`src/thlin_pkg.sv`:
```
// Shared types, calibration tables and register codes for the thermistor linearizer.
// No dependencies; imported by the linearizer top level.
package thlin_pkg;

    localparam int TABLE_POINTS   = 19;
    localparam int ADC_BITS       = 10;
    localparam int SEG_COUNT      = TABLE_POINTS - 1;
    localparam int PT_BITS        = $clog2(TABLE_POINTS);
    localparam int SEG_BITS       = $clog2(SEG_COUNT);
    localparam int TEMP_BITS      = 9;
    localparam int F_BITS         = 10;
    localparam int DT_BITS        = 8;
    localparam int PROD_BITS      = ADC_BITS + DT_BITS;
    localparam int RECIP_BITS     = 16;
    localparam int RECIP_SHIFT    = 16;
    localparam int CFG_INDEX_BITS = 3;
    localparam int CFG_DATA_BITS  = 10;

    // Celsius to Fahrenheit: floor(t * 9 / 5) equals (t * F_MULT) >> F_SHIFT for
    // every t in 0..255, with F_MULT = 9 * ceil(2^16 / 5).
    localparam int F_MULT      = 117972;
    localparam int F_MULT_BITS = 17;
    localparam int F_SHIFT     = 16;
    localparam int F_OFFSET    = 32;
    localparam int FAULT_TEMP  = -128;

    localparam int RST_ADC_LOW   = 15;
    localparam int RST_ADC_HIGH  = 650;
    localparam int RST_TEMP_LOW  = 0;
    localparam int RST_TEMP_HIGH = 140;
    localparam int RST_OVERHEAT  = 130;

    typedef logic [ADC_BITS-1:0]          adc_t;
    typedef logic signed [TEMP_BITS-1:0]  temp_t;
    typedef logic signed [F_BITS-1:0]     tempf_t;
    typedef logic [PT_BITS-1:0]           pt_t;
    typedef logic [DT_BITS-1:0]           dt_t;
    typedef logic [PROD_BITS-1:0]         prod_t;
    typedef logic [RECIP_BITS-1:0]        recip_t;

    typedef enum logic [CFG_INDEX_BITS-1:0] {
        CFG_ADC_LOW,
        CFG_ADC_HIGH,
        CFG_TEMP_LOW,
        CFG_TEMP_HIGH,
        CFG_OVERHEAT
    } cfg_index_t;

    // Descending converter codes and the matching Celsius points.
    localparam adc_t CAL_ADC [TABLE_POINTS] = '{
        600, 523, 450, 380, 320, 270, 230, 195, 165, 140,
        120, 100, 85, 70, 65, 52, 40, 30, 20
    };
    localparam temp_t CAL_TEMP [TABLE_POINTS] = '{
        15, 20, 25, 30, 35, 40, 45, 50, 55, 60,
        65, 70, 75, 80, 88, 100, 110, 120, 130
    };

    // floor(2^16 / span) for each segment, where span is the code distance
    // between its two points. The quotient estimate is low by at most one.
    localparam recip_t SEG_RECIP [SEG_COUNT] = '{
        851, 897, 936, 1092, 1310, 1638, 1872, 2184, 2621,
        3276, 3276, 4369, 4369, 13107, 5041, 5461, 6553, 6553
    };

endpackage

```
`src/thermistor_adc_linearizer_top.sv`:
```
// Top level of the thermistor linearizer: window checks, segment lookup and
// five-stage interpolation pipeline. Depends on thlin_pkg.
//
// Throughput: one beat per clock while out_stall is low; the pipeline is set by one
// register stage per arithmetic step (segment search, product, reciprocal multiply,
// correction, output). Reset: rst_n clears all stage valid bits and loads the limit
// registers with their defaults; payload registers are not reset.
module thermistor_adc_linearizer_top
    import thlin_pkg::*;
(
    input  logic                      clk,
    input  logic                      rst_n,

    input  logic                      cfg_we,
    input  logic [CFG_INDEX_BITS-1:0] cfg_index,
    input  logic [CFG_DATA_BITS-1:0]  cfg_data,

    input  logic                      in_valid,
    output logic                      in_stall,
    input  logic [ADC_BITS-1:0]       adc_sample,

    output logic                      out_valid,
    input  logic                      out_stall,
    output logic signed [TEMP_BITS-1:0] temp_c,
    output logic                      reading_valid,
    output logic signed [F_BITS-1:0]  temp_f,
    output logic                      over_temp
);

    // Limit registers. They are to be written only while the pipeline is empty; the block itself does not enforce this.
    adc_t  adc_low_reg;
    adc_t  adc_high_reg;
    temp_t temp_low_reg;
    temp_t temp_high_reg;
    temp_t overheat_reg;

    always_ff @(posedge clk or negedge rst_n)
    begin
        if (!rst_n)
        begin
            adc_low_reg   <= adc_t'(RST_ADC_LOW);
            adc_high_reg  <= adc_t'(RST_ADC_HIGH);
            temp_low_reg  <= temp_t'(RST_TEMP_LOW);
            temp_high_reg <= temp_t'(RST_TEMP_HIGH);
            overheat_reg  <= temp_t'(RST_OVERHEAT);
        end
        else if (cfg_we)
        begin
            unique case (cfg_index)
                CFG_ADC_LOW:   adc_low_reg   <= cfg_data[ADC_BITS-1:0];
                CFG_ADC_HIGH:  adc_high_reg  <= cfg_data[ADC_BITS-1:0];
                CFG_TEMP_LOW:  temp_low_reg  <= $signed(cfg_data[TEMP_BITS-1:0]);
                CFG_TEMP_HIGH: temp_high_reg <= $signed(cfg_data[TEMP_BITS-1:0]);
                CFG_OVERHEAT:  overheat_reg  <= $signed(cfg_data[TEMP_BITS-1:0]);
                default:       ;
            endcase
        end
    end

    // Stage valid bits and the per-stage advance conditions. A stage loads
    // when it is empty or when the stage after it moves, so bubbles collapse
    // and an input beat is refused only when every stage holds an item and out_stall is high.
    logic v1_reg, v2_reg, v3_reg, v4_reg, out_valid_reg;
    logic rdy1, rdy2, rdy3, rdy4, rdy5;

    assign rdy5 = !out_valid_reg || !out_stall;
    assign rdy4 = !v4_reg || rdy5;
    assign rdy3 = !v3_reg || rdy4;
    assign rdy2 = !v2_reg || rdy3;
    assign rdy1 = !v1_reg || rdy2;

    assign in_stall  = !rdy1;
    assign out_valid = out_valid_reg;

    always_ff @(posedge clk or negedge rst_n)
    begin
        if (!rst_n)
        begin
            v1_reg        <= 1'b0;
            v2_reg        <= 1'b0;
            v3_reg        <= 1'b0;
            v4_reg        <= 1'b0;
            out_valid_reg <= 1'b0;
        end
        else
        begin
            if (rdy1) v1_reg        <= in_valid;
            if (rdy2) v2_reg        <= v1_reg;
            if (rdy3) v3_reg        <= v2_reg;
            if (rdy4) v4_reg        <= v3_reg;
            if (rdy5) out_valid_reg <= v4_reg;
        end
    end

    // Stage 1: ADC window check and segment search. A sample at or above the
    // first point is mapped to the first segment with no offset; one at or
    // below the last point is mapped to the last segment with its full span,
    // which lands exactly on the last point's temperature. Otherwise the
    // first segment whose lower code does not exceed the sample is taken.
    logic adc_ok_next;
    pt_t  seg_next;
    adc_t diff_next;

    always_comb
    begin
        adc_ok_next = (adc_sample >= adc_low_reg) && (adc_sample <= adc_high_reg);
        seg_next    = pt_t'(SEG_COUNT - 1);
        diff_next   = '0;
        priority if (adc_sample >= CAL_ADC[0])
        begin
            seg_next  = '0;
            diff_next = '0;
        end
        else if (adc_sample <= CAL_ADC[TABLE_POINTS-1])
        begin
            seg_next  = pt_t'(SEG_COUNT - 1);
            diff_next = CAL_ADC[TABLE_POINTS-2] - CAL_ADC[TABLE_POINTS-1];
        end
        else
        begin
            for (int i = SEG_COUNT - 1; i >= 0; i--)
            begin
                if (adc_sample >= CAL_ADC[i+1])
                begin
                    seg_next  = pt_t'(i);
                    diff_next = CAL_ADC[i] - adc_sample;
                end
            end
        end
    end

    logic adc_ok1_reg;
    pt_t  seg1_reg;
    adc_t diff1_reg;

    always_ff @(posedge clk)
    begin
        if (rdy1)
        begin
            adc_ok1_reg <= adc_ok_next;
            seg1_reg    <= seg_next;
            diff1_reg   <= diff_next;
        end
    end

    // Stage 2: numerator = code offset times the segment's temperature step.
    dt_t   dt2;
    prod_t num_next;

    always_comb
    begin
        dt2      = dt_t'(CAL_TEMP[seg1_reg + pt_t'(1)] - CAL_TEMP[seg1_reg]);
        num_next = prod_t'(diff1_reg) * prod_t'(dt2);
    end

    logic  adc_ok2_reg;
    pt_t   seg2_reg;
    prod_t num2_reg;

    always_ff @(posedge clk)
    begin
        if (rdy2)
        begin
            adc_ok2_reg <= adc_ok1_reg;
            seg2_reg    <= seg1_reg;
            num2_reg    <= num_next;
        end
    end

    // Stage 3: quotient estimate by the segment's reciprocal.
    logic [PROD_BITS+RECIP_BITS-1:0] recip_prod;
    prod_t                           quot_est_next;

    always_comb
    begin
        recip_prod    = (PROD_BITS+RECIP_BITS)'(num2_reg)
                      * (PROD_BITS+RECIP_BITS)'(SEG_RECIP[seg2_reg[SEG_BITS-1:0]]);
        quot_est_next = prod_t'(recip_prod >> RECIP_SHIFT);
    end

    logic  adc_ok3_reg;
    pt_t   seg3_reg;
    prod_t num3_reg;
    prod_t quot3_reg;

    always_ff @(posedge clk)
    begin
        if (rdy3)
        begin
            adc_ok3_reg <= adc_ok2_reg;
            seg3_reg    <= seg2_reg;
            num3_reg    <= num2_reg;
            quot3_reg   <= quot_est_next;
        end
    end

    // Stage 4: the estimate may be one short; fix it with the remainder and
    // add the quotient to the temperature at the segment's higher-code point.
    adc_t                          span4;
    logic [PROD_BITS+ADC_BITS-1:0] quot_span;
    prod_t                         rem4;
    prod_t                         quot4;
    temp_t                         temp_next;

    always_comb
    begin
        span4     = CAL_ADC[seg3_reg] - CAL_ADC[seg3_reg + pt_t'(1)];
        quot_span = (PROD_BITS+ADC_BITS)'(quot3_reg) * (PROD_BITS+ADC_BITS)'(span4);
        rem4      = num3_reg - prod_t'(quot_span);
        quot4     = (rem4 >= prod_t'(span4)) ? quot3_reg + prod_t'(1) : quot3_reg;
        temp_next = CAL_TEMP[seg3_reg] + $signed({1'b0, quot4[TEMP_BITS-2:0]});
    end

    logic  adc_ok4_reg;
    temp_t temp4_reg;

    always_ff @(posedge clk)
    begin
        if (rdy4)
        begin
            adc_ok4_reg <= adc_ok3_reg;
            temp4_reg   <= temp_next;
        end
    end

    // Stage 5: temperature window, overheat flag, Fahrenheit conversion and fault sentinel.
    // Interpolated temperatures are never negative, so the conversion works
    // on the magnitude bits.
    logic                                  ok_next;
    logic [TEMP_BITS-1+F_MULT_BITS-1:0]    f_prod;
    tempf_t                                temp_f_next;
    temp_t                                 temp_c_next;
    logic                                  over_next;

    always_comb
    begin
        ok_next     = adc_ok4_reg && (temp4_reg >= temp_low_reg)
                    && (temp4_reg <= temp_high_reg);
        f_prod      = (TEMP_BITS-1+F_MULT_BITS)'(temp4_reg[TEMP_BITS-2:0])
                    * (TEMP_BITS-1+F_MULT_BITS)'(F_MULT);
        temp_f_next = tempf_t'(FAULT_TEMP);
        temp_c_next = temp_t'(FAULT_TEMP);
        over_next   = 1'b1;
        if (ok_next)
        begin
            temp_f_next = tempf_t'(f_prod >> F_SHIFT) + tempf_t'(F_OFFSET);
            temp_c_next = temp4_reg;
            over_next   = (temp4_reg >= overheat_reg);
        end
    end

    temp_t  temp_c_reg;
    tempf_t temp_f_reg;
    logic   reading_valid_reg;
    logic   over_temp_reg;

    always_ff @(posedge clk)
    begin
        if (rdy5)
        begin
            temp_c_reg        <= temp_c_next;
            temp_f_reg        <= temp_f_next;
            reading_valid_reg <= ok_next;
            over_temp_reg     <= over_next;
        end
    end

    assign temp_c        = temp_c_reg;
    assign temp_f        = temp_f_reg;
    assign reading_valid = reading_valid_reg;
    assign over_temp     = over_temp_reg;

`ifndef SYNTHESIS
    // Input is refused only when every stage is occupied and the output waits.
    assert property (@(posedge clk) disable iff (!rst_n)
        in_stall |-> (v1_reg && v2_reg && v3_reg && v4_reg && out_valid_reg && out_stall))
        else $error("input stalled while the pipeline has a free stage");

    // The interpolated temperature stays between the table's end points.
    assert property (@(posedge clk) disable iff (!rst_n)
        v4_reg |-> (temp4_reg >= CAL_TEMP[0] && temp4_reg <= CAL_TEMP[TABLE_POINTS-1]))
        else $error("interpolated temperature outside the calibration range");

    // A faulty reading carries the sentinel and the over-temperature flag.
    assert property (@(posedge clk) disable iff (!rst_n)
        (out_valid && !reading_valid) |->
            (temp_c == temp_t'(FAULT_TEMP) && temp_f == tempf_t'(FAULT_TEMP) && over_temp))
        else $error("fault result without sentinel");

    // A valid reading lies inside the temperature window.
    assert property (@(posedge clk) disable iff (!rst_n)
        (out_valid && reading_valid) |->
            (temp_c >= temp_low_reg && temp_c <= temp_high_reg))
        else $error("valid reading outside the temperature window");
`endif

endmodule

```
`config.mk`:
```
export PLATFORM = sky130hd
export DESIGN_NAME = thermistor_adc_linearizer_top
export DESIGN_NICKNAME = d
export VERILOG_FILES = /design/src/thlin_pkg.sv /design/src/thermistor_adc_linearizer_top.sv
export SDC_FILE = /design/constraint.sdc
export NUM_CORES = 2
export LEC_CHECK = 0
export BUFFER_PORTS_ARGS = -buffer_cell sky130_fd_sc_hd__buf_2
export CORE_AREA = 2 2 255 257
export DETAILED_ROUTE_END_ITERATION = 10
export DIE_AREA = 0 0 257 259
export GPL_TIMING_DRIVEN = 1
export HOLD_SLACK_MARGIN = 0.08
export PLACE_DENSITY = 0.66
export SLEW_MARGIN = 20
export SYNTH_ARGS = -nofsm -noshare
export SYNTH_HDL_FRONTEND = slang
export SYNTH_SLANG_ARGS = --single-unit
```
`constraint.sdc`:
```
create_clock -name clk -period 21.5 [get_ports clk]
set_input_delay 2.15 -clock clk [delete_from_list [all_inputs] [get_ports clk]]
set_output_delay 2.15 -clock clk [all_outputs]
set_load 0.01 [all_outputs]
```
==> summary.txt <==
Finish
  – Layout Cells excl Fill: just over 4000
  – Area grow syn2layout: 6.165%
  – Sequential Area: 4711 um2
  – Final nets: slightly below 4000
  – Filler Cell Count: 6009
  – ANT cells: 0
  – Fin util: 47.43%
  – Share of post-route cells with drive strength above 1: 5.673%
  – Area of the multi-input gates: 21270 um2

Min path
  – Hold Crit Start: adc_ok2_reg
  – Hold crit path type: flip-flop to flip-flop
  – Hold path depth: 0
  – Hold EP: adc_ok3_reg

STA
  – Final Hold Fails: 0
  – Max frequency: 82.32 MHz
  – Fin Setup TNS: 0 ns
  – Max-slew headroom: 25.44%
  – Worst Skew: 0.01837 ns
  – Final min period: 12.15 ns
  – RSZ-0062 raised after global routing: no
  – Final period util: 56.50%
  – Slew at the pin closest to its max-slew limit: ~1.1 ns
  – Final setup vio count: 0
  – Slew Limit Fails: 0
  – Hold_ws: 0.4252 ns

Drt
  – Drc violations: 0
  – Drt wl/cell: 16.19 um
  – Via Count: 21400
  – First-pass detailed-route iteration total: 6
  – DR iter-0 viols: between 1500 and 2000
  – Number of nets with antenna violations after routing: 0
  – Drt via density: ~5.3
  – Routed WL: between 60000 and 70000 um

Placed design
  – Routability Congestion: 0.9201
  – Post-DP HPWL: 50770 um
  – Placed Cells incl. Taps: 3996
  – I/O Buffers: 50

Global route
  – First-pass GRT wire length: 109600 um
  – All-Layer GR Usage: around a fifth
  – Pin count of the biggest net entering global routing: 53
  – GRT Residual Overflow: 0
  – Vias in the first global route: 21530
  – Antenna violations before repair: 0

Floorplanning
  – Core box area: 63880 um2
  – Die W: 257 um
  – I/O Pins: 51
  – Die height: between 200 and 300 um
  – Die area: 66560 um2
  – FP Rows: 93
  – Initial Util: 44.67%

Logic synthesis
  – XOR/XNOR Fraction of Synth Area: 3.977%
  – Mapped Nets: 3935
  – Post-synth top area cell: fa_1
  – Netlist Area Pre-Place: 28540 um2
  – YS warnings: 0
  – Synth top area share: 26.10%
  – Yosys cell types: 79
  – Mean area per synthesized cell: around 9 um2
  – Synth area leaders: fa_1, ha_1, edfxtp_1
  – Async SR Flop Fraction: about a third
  – Syn Inst Count: about 3200
  – Fraction of the mapped netlist area in adder cells: approximately two fifths
  – Multiplexer area fraction after synthesis: 1.157%
  – Area fraction in compound gates after synthesis: 11.49%
  – EDFF count, synth: 113
  – Ys flop type: edfxtp_1
  – Largest family of logic cells by synthesized area: adder cells
  – Sequential share of the synthesized area: 16.51%
  – Simple-gate share of the synthesized area: between 10% and 20%
  – #FFs+latches synth: 165

Setup path
  – Max incr delay on CP: about 0.95 ns
  – Worst r2r src: seg3_reg[3]
  – Worst Path Required: 21.73 ns
  – WP data arrival: roughly 12 ns
  – FF-to-FF End: temp4_reg[8]
  – Crit start category: flip-flop
  – Register-to-Register Path Depth: 43
  – Critical Path Most Common Cell: fa_1
  – R2r setup slk: 9.35 ns
  – Critical Path End Type: flip-flop
  – Worst-path fanout max: 27
  – Worst Setup Path Type: flip-flop to flip-flop
  – Crit path max-delay cell type: edfxtp_1

Clock network
  – Root buf cell: clkbuf_16
  – Hold_buf cts: 0
  – Cts repair resizes: 0
  – Clock transition at path regs: 0.07 ns
  – CTS tree: built
  – Worst-Skew Late Latency: 0.48 ns
  – Inserted Clock Buffers: 17
  – CTS max path bufs: 2
  – Post-CTS Setup Bufs: 0
  – # clock sinks: 165
  – H-tree depth: 4

Status
  – Run status: completed

Job
  – Max-cap violations: 0
==> worst max-delay path, delay by kind of cell, from the launching register on <==
kind | cells | cell delay [ns]
AO/OA/AOI/OAI | 14 | 3.14
flip-flops | 1 | 0.95
XOR/XNOR | 2 | 0.78
multiplexers | 1 | 0.38
buffers and inverters | 5 | 0.26
AND/OR/NAND/NOR | 12 | 2.51
adder cells (fa/ha/maj) | 9 | 3.86
==> Yosys cell counts (6+ instances only) <==
library cell / n
a211o_1: 6
dfrtp_1: 39
inv_1: 571
o21a_1: 21
and3_1: 11
nand3_1: 24
or3_1: 9
a21oi_1: 129
clkbuf_1: 114
o221ai_1: 14
nor2b_1: 60
nand2_1: 386
a41oi_1: 6
buf_1: 6
xnor2_1: 85
fa_1: 372
edfxtp_1: 113
nand2b_1: 51
ha_1: 357
or2_2: 14
a31oi_1: 17
o22ai_1: 7
nand4_1: 14
dfstp_2: 13
a211oi_1: 26
nand3b_1: 7
a221o_1: 6
o21bai_1: 12
nor2_1: 107
a2111oi_0: 9
o211ai_1: 20
o21ai_0: 135
mux2_2: 15
mux2i_1: 6
nor3_1: 25
o21ai_1: 6
xor2_1: 32
o311ai_0: 7
a21o_1: 47
and2_1: 197
==> area by class of cell <==
type                       instances  share of cell area (%)
clock inverter                    14                  0.4791
timing repair buffer              83                   1.644
sequential                       165                   15.55
tap                              855                   3.531
multi-input combinational       2320                   70.21
inverter                         573                   7.099
clock buffer                      18                   1.487
==> layer usage <==
layer	track usage [%]	wire (um)	vias to the layer above
met5	0	0	-
met4	5.475	1231	0
met3	2.802	3265	96
met2	33.32	30260	579
li1	-	-	10240
met1	28.24	30440	10480
==> cell usage in the layout, fill, tap and decap left out, types with 14 or more instances in the layout <==
master and instances:
a21o_1 47, mux2_2 15, o21ai_0 134, nor2_1 107, a31oi_1 16, nand2_1 385
dfrtp_1 39, or2_2 14, nand2b_1 51, o221ai_1 14, edfxtp_1 113, o21a_1 21
xnor2_1 85, nand3_1 24, nand4_1 14, xor2_1 31, nor2b_1 60, and2_1 197
a211oi_1 25, o211ai_1 20, a21oi_1 129, nor3_1 25, fa_1 372, buf_2 50
inv_1 571, clkbuf_16 18, buf_4 33, ha_1 357
==> how the worst max path moves through the flow <==
stage,startpoint,end,slack [ns],cells after the start
floorplan,seg3_reg[0],temp4_reg[8],10.82,42
global placement,seg3_reg[2],temp4_reg[8],9.46,41
detailed placement,seg3_reg[2],temp4_reg[8],9.27,41
CTS,seg3_reg[2],temp4_reg[8],9.23,41
global route,seg3_reg[3],temp4_reg[8],8.46,43
finish,seg3_reg[3],temp4_reg[8],9.35,43
==> metrics by stage <==
step,setup WS [ns],area [um2]
2_1_floorplan,10.82,28540
3_3_place_gp,9.465,29690
3_5_place_dp,9.274,29690
4_1_cts,9.226,30290
5_1_grt,8.461,30300
6_report,9.353,30300
==> cell families (layout without fill, tap and decap cells) <==
| kind of cell | count (synthesis) | after routing |
|---|---|---|
| AND/OR/NAND/NOR | 929 | 929 |
| adder cells (fa/ha/maj) | 729 | 729 |
| buffers and inverters | 693 | 688 |
| AO/OA/AOI/OAI | 513 | 513 |
| flip-flops | 165 | 165 |
| XOR/XNOR | 122 | 122 |
| multiplexers | 26 | 26 |
| other | 1 | 1 |
Power is not shown: default switching activity piles up to over one toggle a cycle in this logic, so the estimate is an artifact.
